[src/hw/rtl/sdrd_pkg.sv]
// Shared types and constants for the SD SPI block read parser.
package sdrd_pkg;

  localparam int BLOCK_LEN_W = 13;
  localparam int POLL_W      = 17;
  localparam int CFG_IDX_W   = 2;
  localparam int CFG_DATA_W  = 17;

  localparam logic [BLOCK_LEN_W-1:0] BLOCK_LEN_RST  = 13'd512;
  localparam logic [POLL_W-1:0]      POLL_LIMIT_RST = 17'h10000;

  // configuration register indexes
  localparam logic [CFG_IDX_W-1:0] REG_BLOCK_LENGTH = 2'd0;
  localparam logic [CFG_IDX_W-1:0] REG_POLL_LIMIT   = 2'd1;

  // card bytes
  localparam logic [7:0] R1_READY    = 8'h00;
  localparam logic [7:0] BUS_IDLE    = 8'hFF;
  localparam logic [7:0] TOKEN_START = 8'hFE;
  localparam int         R1_BUSY_BIT = 7;

  typedef enum logic [2:0] {
    PH_R1    = 3'd0,
    PH_TOKEN = 3'd1,
    PH_DATA  = 3'd2,
    PH_CRC1  = 3'd3,
    PH_CRC2  = 3'd4,
    PH_TRAIL = 3'd5
  } phase_t;

  typedef enum logic [2:0] {
    ST_OK       = 3'd0,
    ST_SPI      = 3'd1,
    ST_R1_TIME  = 3'd2,
    ST_R1_BAD   = 3'd3,
    ST_TOK_TIME = 3'd4,
    ST_TOK_BAD  = 3'd5
  } status_t;

  typedef struct packed {
    logic [7:0] rx_byte;
    logic       rx_fault;
  } in_t;

  typedef struct packed {
    logic       is_status;
    logic [7:0] data_byte;
    logic [2:0] status;
  } out_t;

  typedef struct packed {
    logic [BLOCK_LEN_W-1:0] block_length;
    logic [POLL_W-1:0]      poll_limit;
  } cfg_t;

endpackage

[src/hw/rtl/sdrd_cfg.sv]
// Configuration registers: block length and poll limit.
module sdrd_cfg import sdrd_pkg::*; (
  input  logic                  clk,
  input  logic                  rst_n,
  input  logic                  cfg_valid,
  output logic                  cfg_ready,
  input  logic [CFG_IDX_W-1:0]  cfg_index,
  input  logic [CFG_DATA_W-1:0] cfg_data,
  output cfg_t                  cfg
);

  cfg_t cfg_r, cfg_nxt;

  assign cfg_ready = 1'b1;
  assign cfg      = cfg_r;

  always_comb begin
    cfg_nxt = cfg_r;
    if (cfg_valid) begin
      unique case (cfg_index)
        REG_BLOCK_LENGTH: cfg_nxt.block_length = cfg_data[BLOCK_LEN_W-1:0];
        REG_POLL_LIMIT:   cfg_nxt.poll_limit   = cfg_data[POLL_W-1:0];
        default:          cfg_nxt = cfg_r;  // drop unknown indexes
      endcase
    end
  end

  always_ff @(posedge clk) begin
    if (!rst_n) begin
      cfg_r.block_length <= BLOCK_LEN_RST;
      cfg_r.poll_limit   <= POLL_LIMIT_RST;
    end else begin
      cfg_r <= cfg_nxt;
    end
  end

endmodule

[src/hw/rtl/sdrd_core.sv]
// Parse state machine: poll counter, data count and result decode for one word.
module sdrd_core import sdrd_pkg::*; #(
  parameter int MAX_BLOCK = 4096
) (
  input  logic clk,
  input  logic rst_n,
  input  logic item_go,
  input  in_t  item,
  input  cfg_t cfg,
  output logic res_valid,
  output out_t res
);

  localparam int BCW = $clog2(MAX_BLOCK + 1);
  localparam int CW  = (BCW > BLOCK_LEN_W) ? BCW : BLOCK_LEN_W;
  localparam logic [CW-1:0] MAXB = CW'(MAX_BLOCK);

  phase_t           phase_r, phase_nxt;
  logic [POLL_W-1:0] poll_count_r, poll_count_nxt;
  logic [BCW-1:0]   byte_count_r, byte_count_nxt;
  status_t          pend_r, pend_nxt;

  logic [POLL_W-1:0] poll_inc;
  logic              expired;
  logic [CW-1:0]     blen_ext;
  logic [CW-1:0]     eff_len;
  logic [BCW-1:0]    byte_inc;

  assign poll_inc = poll_count_r + 1'b1;
  // a zero limit acts as a limit of one
  assign expired  = (cfg.poll_limit == '0) ? (poll_inc != '0)
                                            : (poll_inc >= cfg.poll_limit);
  assign blen_ext = CW'(cfg.block_length);
  assign eff_len  = (blen_ext > MAXB) ? MAXB : blen_ext;
  assign byte_inc = byte_count_r + 1'b1;

  always_comb begin
    phase_nxt      = phase_r;
    poll_count_nxt = poll_count_r;
    byte_count_nxt = byte_count_r;
    pend_nxt       = pend_r;
    res_valid      = 1'b0;
    res            = '0;
    unique case (phase_r)
      PH_R1: begin
        poll_count_nxt = poll_inc;
        if (item.rx_fault) begin
          pend_nxt  = ST_SPI;
          phase_nxt = PH_TRAIL;
        end else if (expired) begin
          pend_nxt  = ST_R1_TIME;
          phase_nxt = PH_TRAIL;
        end else if (!item.rx_byte[R1_BUSY_BIT]) begin
          if (item.rx_byte == R1_READY) begin
            phase_nxt      = PH_TOKEN;
            poll_count_nxt = '0;
          end else begin
            pend_nxt  = ST_R1_BAD;
            phase_nxt = PH_TRAIL;
          end
        end
      end
      PH_TOKEN: begin
        poll_count_nxt = poll_inc;
        if (item.rx_fault) begin
          pend_nxt  = ST_SPI;
          phase_nxt = PH_TRAIL;
        end else if (expired) begin
          pend_nxt  = ST_TOK_TIME;
          phase_nxt = PH_TRAIL;
        end else if (item.rx_byte != BUS_IDLE) begin
          if (item.rx_byte == TOKEN_START) begin
            byte_count_nxt = '0;
            pend_nxt       = ST_OK;
            phase_nxt      = (eff_len == '0) ? PH_CRC1 : PH_DATA;
          end else begin
            pend_nxt  = ST_TOK_BAD;
            phase_nxt = PH_TRAIL;
          end
        end
      end
      PH_DATA: begin
        byte_count_nxt = byte_inc;
        if (CW'(byte_inc) >= eff_len) phase_nxt = PH_CRC1;
        res_valid     = 1'b1;
        res.data_byte = item.rx_byte;
      end
      PH_CRC1: phase_nxt = PH_CRC2;
      PH_CRC2: begin
        phase_nxt = PH_TRAIL;
        pend_nxt  = ST_OK;
      end
      PH_TRAIL: begin
        res_valid      = 1'b1;
        res.is_status  = 1'b1;
        res.status     = pend_r;
        phase_nxt      = PH_R1;
        poll_count_nxt = '0;
        byte_count_nxt = '0;
        pend_nxt       = ST_OK;
      end
      default: begin
        phase_nxt      = PH_R1;
        poll_count_nxt = '0;
        byte_count_nxt = '0;
        pend_nxt       = ST_OK;
      end
    endcase
  end

  always_ff @(posedge clk) begin
    if (!rst_n) begin
      phase_r      <= PH_R1;
      poll_count_r <= '0;
      byte_count_r <= '0;
      pend_r       <= ST_OK;
    end else if (item_go) begin
      phase_r      <= phase_nxt;
      poll_count_r <= poll_count_nxt;
      byte_count_r <= byte_count_nxt;
      pend_r       <= pend_nxt;
    end
  end

  a_count_bound: assert property (@(posedge clk) disable iff (!rst_n)
    CW'(byte_count_r) <= MAXB)
    else $error("data count beyond maximum block");

  a_trail_clears: assert property (@(posedge clk) disable iff (!rst_n)
    item_go && phase_r == PH_TRAIL |=>
      phase_r == PH_R1 && poll_count_r == '0 && byte_count_r == '0 && pend_r == ST_OK)
    else $error("status word did not rearm the parser");

  a_data_exit: assert property (@(posedge clk) disable iff (!rst_n)
    item_go && phase_r == PH_DATA |=> phase_r == PH_DATA || phase_r == PH_CRC1)
    else $error("data phase left to a wrong phase");

endmodule

[src/hw/rtl/sd_spi_block_read_parser_top.sv]
// Top level of the SD SPI-mode single block read parser.
// Usage:
//   in_*  : one word per byte clocked in from the card (rx_byte, rx_fault).
//   out_* : one word per data byte (is_status = 0) and one final status word
//           (is_status = 1) that ends each read.
//   cfg_* : register writes (index 0 block_length, 1 poll_limit), always
//           ready; write only while the parser is idle.
// Datapath: an accepted word is held in the input register, decoded by the
//   parse state machine, and its result lands in the output register that
//   drives out_valid. Throughput is one word per cycle, set by the single
//   decode step between the input and output registers, while no stall
//   holds the input register (see Stall).
// Stall: while out_ready is low and a result waits, a word that yields no
//   result still advances; the next result-bearing word holds in the input
//   register and in_ready drops until the output register frees.
// Reset: block_length 512, poll_limit 65536, parser waits for R1, both
//   registers empty.
module sd_spi_block_read_parser_top import sdrd_pkg::*; #(
  parameter int MAX_BLOCK = 4096
) (
  input  logic                  clk,
  input  logic                  rst_n,
  input  logic                  in_valid,
  output logic                  in_ready,
  input  in_t                   in_data,
  output logic                  out_valid,
  input  logic                  out_ready,
  output out_t                  out_data,
  input  logic                  cfg_valid,
  output logic                  cfg_ready,
  input  logic [CFG_IDX_W-1:0]  cfg_index,
  input  logic [CFG_DATA_W-1:0] cfg_data
);

  cfg_t cfg;
  logic in_v_r;
  in_t  in_d_r;
  logic out_v_r, out_v_nxt;
  out_t out_d_r;
  logic advance;
  logic res_valid;
  out_t res;

  sdrd_cfg u_cfg (
    .clk       (clk),
    .rst_n     (rst_n),
    .cfg_valid (cfg_valid),
    .cfg_ready (cfg_ready),
    .cfg_index (cfg_index),
    .cfg_data  (cfg_data),
    .cfg       (cfg)
  );

  sdrd_core #(.MAX_BLOCK(MAX_BLOCK)) u_core (
    .clk       (clk),
    .rst_n     (rst_n),
    .item_go   (advance),
    .item      (in_d_r),
    .cfg       (cfg),
    .res_valid (res_valid),
    .res       (res)
  );

  // advance the held word unless its result has nowhere to go
  assign advance  = in_v_r && (!res_valid || !out_v_r || out_ready);
  assign in_ready = !in_v_r || advance;

  always_comb begin
    out_v_nxt = out_v_r;
    if (advance && res_valid) out_v_nxt = 1'b1;
    else if (out_ready)       out_v_nxt = 1'b0;
  end

  always_ff @(posedge clk) begin
    if (!rst_n) begin
      in_v_r  <= 1'b0;
      out_v_r <= 1'b0;
    end else begin
      if (in_ready) in_v_r <= in_valid;
      out_v_r <= out_v_nxt;
    end
  end

  always_ff @(posedge clk) begin
    if (in_valid && in_ready) in_d_r <= in_data;
    if (advance && res_valid) out_d_r <= res;
  end

  assign out_valid = out_v_r;
  assign out_data  = out_d_r;

endmodule

[config.mk]
export PLATFORM = sky130hd
export DESIGN_NAME = sd_spi_block_read_parser_top
export DESIGN_NICKNAME = d
export VERILOG_FILES = /design/src/hw/rtl/sdrd_pkg.sv /design/src/hw/rtl/sdrd_cfg.sv /design/src/hw/rtl/sdrd_core.sv /design/src/hw/rtl/sd_spi_block_read_parser_top.sv
export SDC_FILE = /design/constraint.sdc
export NUM_CORES = 1
export LEC_CHECK = 0
export BUFFER_PORTS_ARGS = -buffer_cell sky130_fd_sc_hd__buf_2
export CORE_MARGIN = 5
export CORE_UTILIZATION = 43
export CTS_BUF_LIST = sky130_fd_sc_hd__clkbuf_4
export DETAILED_ROUTE_END_ITERATION = 10
export SLEW_MARGIN = 5
export SYNTH_ARGS = -nofsm -noshare
export SYNTH_HDL_FRONTEND = slang
export SYNTH_HIERARCHICAL = 1
export SYNTH_SLANG_ARGS = --single-unit
[constraint.sdc]
create_clock -name clk -period 8.97 [get_ports clk]
set_input_delay 2.2425 -clock clk [delete_from_list [all_inputs] [get_ports clk]]
set_output_delay 2.2425 -clock clk [all_outputs]
set_load 0.005 [all_outputs]
==> summary.txt <==
Global route
  • Initial antenna violation count: 0
  • GRT busiest layer: met2
  • GRT overflow: 0
  • GR Util met1: 0.234
  • GR Util All Layers: 0.171
  • Largest net degree at the start of global routing: 61
  • Grt met3 use: 0.0360
  • Vias in the first global route: 4,191
  • First-pass GRT wire length: 20,100 um
  • Met2 Use GR: 0.266

Route
  • Routed wire length per instance: 14.8 um
  • Via-per-instance ratio: 5.58
  • DRT iter0 DRCs: 177
  • DR pass1 iterations: 5
  • Via count: 4,439
  • DRT antenna net count: 0
  • Number of remaining DRC errors: 0
  • DRT Wirelength: 11,800 um

Clocking
  • Sink Count: 89
  • Reg clk slew, reported paths: 0.15 ns
  • Hold buffers post-CTS: 0
  • CTS tree: built
  • CTS resizes: 0
  • Htree depth: 3
  • Post-CTS Setup Inserts: 0
  • Clk_lat worst skew: 0.48 ns
  • Num CTS Buffers: 9
  • Root Driver: clkbuf_4
  • Clock Path Buffers: 2

Logic synthesis
  • Top FF cell, synth: dfxtp_1
  • Cell taking the most area after synthesis: dfxtp_1
  • Top cells by area, synth: dfxtp_1 26%, edfxtp_1 12%, nand2_1 7.6%
  • Synth Area in Compound Gates: 0.135
  • XOR/XNOR share of the synthesized area: 0.0466
  • Mux cell area share after synthesis: 0.0609
  • Ys Warns: 6
  • Register area share after synthesis: 0.379
  • Cells after synthesis: 615
  • Synth Area in Simple Gates: 0.251
  • Synthesized area per cell: 8.55 um2
  • Synthesized Nets: 680
  • Unique cell type count in the Yosys netlist: 62
  • Post-synth top area share: 0.259
  • EDFF count, synth: 21
  • Adder-Cell Fraction of Synth Area: 0.0761
  • Largest family of logic cells by synthesized area: simple AND/OR/NAND/NOR gates
  • Most common library cells after synthesis: 107 x nand2_1, 68 x dfxtp_1, 38 x a21oi_1
  • Yosys reg bits: 89
  • Most common cell in the synthesized netlist: nand2_1
  • FFs w/ async S/R, synth: 0
  • Post-Syn Area: 0.00526 mm2

Timing
  • Final-report hold violation count: 0
  • Rel. slew slack: 0.338
  • Final setup viols: 0
  • Final min period: 4.90 ns
  • F_max: 0.204 GHz
  • Worst slew pin tran: 0.993 ns
  • Unrepaired setup endpoints after global routing: false
  • Max-slew violations: 0
  • Final Cycle Share: 0.546
  • Worst Skew: 0.0235 ns
  • Setup TNS: 0 ns

Outcome
  • Outcome: completed

Critical path
  • Reg-to-reg setup timing slack: 4.60 ns
  • Most common cell on crit path: buf_2
  • Crit-path max FO: 3
  • Crit path buf inv count: 2
  • Crit start category: input pin
  • Crit-path slowest cell: nand4b_4
  • Arrival @ worst endpoint: 2.65 ns
  • Data required time at the worst endpoint: 6.73 ns
  • Crit. End Element: primary output
  • CP Cell Sequence: buf_2, nand4b_4, buf_2
  • Worst path max stage delay: 0.16 ns
  • Crit Path Class: input pin to primary output
  • Crit-path leading delay family: buffers and inverters

Placed design
  • Port buffer count: 46
  • Placed cells: 779
  • Post-detail-place hpwl: 8920 um
  • Routability congestion estimate: 0.903

Floorplanning
  • Die width: 121 um
  • Core area: 0.0120 mm2
  • Die Area: 0.0145 mm2
  • Initial Util: 0.438
  • I/O pins: 48
  • Die outline height: 121 um
  • Core Rows: 40

Job
  • Max-Cap Viols: 0

Cells and area
  • Diode count: 0
  • Synthesis-to-layout area growth: 8.11%
  • Layout cells sized above 1: 0.114
  • Util after Layout: 0.474
  • Nets@finish: 708
  • Fin cells: 795

Power and ir drop
  • Leak: 2.28 nW
  • VDD IR max: 100 uV
  • Pwr dens: 133 mW/mm2

Hold path
  • Tightest Hold Check Type: flip-flop to flip-flop
==> cells by family after synthesis <==
| kind of cell | after synthesis |
|---|---|
| AND/OR/NAND/NOR | 257 |
| AO/OA/AOI/OAI | 114 |
| flip-flops | 89 |
| buffers and inverters | 62 |
| adder cells (fa/ha/maj) | 32 |
| multiplexers | 32 |
| XOR/XNOR | 28 |
| other | 1 |
==> where the power goes <==
part | total, W | internal [W] | switching [W] | leakage (nW)
logic | 0.0000796 | 0.0000319 | 0.0000477 | 1.45
registers | 0.000434 | 0.000421 | 0.0000130 | 0.752
clock network | 0.000245 | 0.0000902 | 0.000155 | 0.0794
total | 0.000759 | 0.000543 | 0.000216 | 2.28
==> state kept, by name (all words and copies together) (netlist names) <==
signal and cells:
out_data 12, u_cfg/cfg 30, out_valid 1, in_v_r 1, u_core/poll_count_r 17, u_core/pend_r 3
u_core/phase_r 3, in_d_r 9, u_core/byte_count_r 13
==> final cells by class <==
class,count,area [um2]
Timing Repair Buffer,48,245
Inverter,31,116
Fill cell,1171,6320
Clock buffer,9,67.6
Sequential cell,89,1990
Clock inverter,7,83.8
Multi-Input combinational cell,464,3000
Tap cell,147,184
==> per-layer routing <==
| layer | up-vias | wire, um |
|---|---|---|
| li1 | 2241 | - |
| met1 | 2065 | 5770 |
| met2 | 116 | 5230 |
| met3 | 17 | 586 |
| met4 | 0 | 212 |
| met5 | - | 0 |
==> cells in the final DEF, fill, tap and decap left out, drive strengths merged, types with 3 or more instances in the layout <==
cell | synthesis | final
nor2b | 5 | 5
nand4 | 11 | 11
a211oi | 4 | 4
nor4 | 12 | 12
mux2i | 32 | 32
dfxtp | 68 | 68
nand2b | 12 | 12
nor3 | 12 | 12
nand3 | 17 | 17
and2 | 15 | 15
inv | 31 | 35
buf | 17 | 48
a21oi | 38 | 38
a21boi | 3 | 3
nand3b | 5 | 5
and3 | 8 | 8
xnor2 | 19 | 19
clkbuf | 14 | 9
o21ai | 22 | 22
o211ai | 5 | 5
a31oi | 19 | 19
nand2 | 107 | 107
edfxtp | 21 | 21
nor2 | 36 | 36
ha | 32 | 32
xor2 | 9 | 9
or2 | 4 | 4
and4 | 4 | 4
==> worst min-delay path, stage by stage, from the launching register on <==
cell	delay, ns
dfxtp_1	0.34
nand2_1	0.05
mux2i_1	0.05
==> stage by stage <==
| stage | total power [W] | worst slack [ns] | hold slack (ns) | area (um2) |
|---|---|---|---|---|
| floorplan | 0.000497 | 4.33 | 0.430 | 5260 |
| global placement | 0.000519 | 4.08 | 0.443 | 5540 |
| detailed placement | 0.000521 | 4.08 | 0.445 | 5540 |
| CTS | 0.000766 | 4.08 | 0.472 | 5690 |
| global route | 0.000795 | 4.04 | 0.513 | 5690 |
| finish | 0.000759 | 4.07 | 0.467 | 5690 |
==> worst paths after layout <==
kind	startpoint	end	cells after the start
max	out_ready	in_ready	3
min	u_core/pend_r[2]	u_core/pend_r[2]	2
max reg2reg	u_core/poll_count_r[0]	u_core/byte_count_r[6]	14
min reg2reg	u_core/pend_r[2]	u_core/pend_r[2]	2
(Power assumes the default switching activity.)
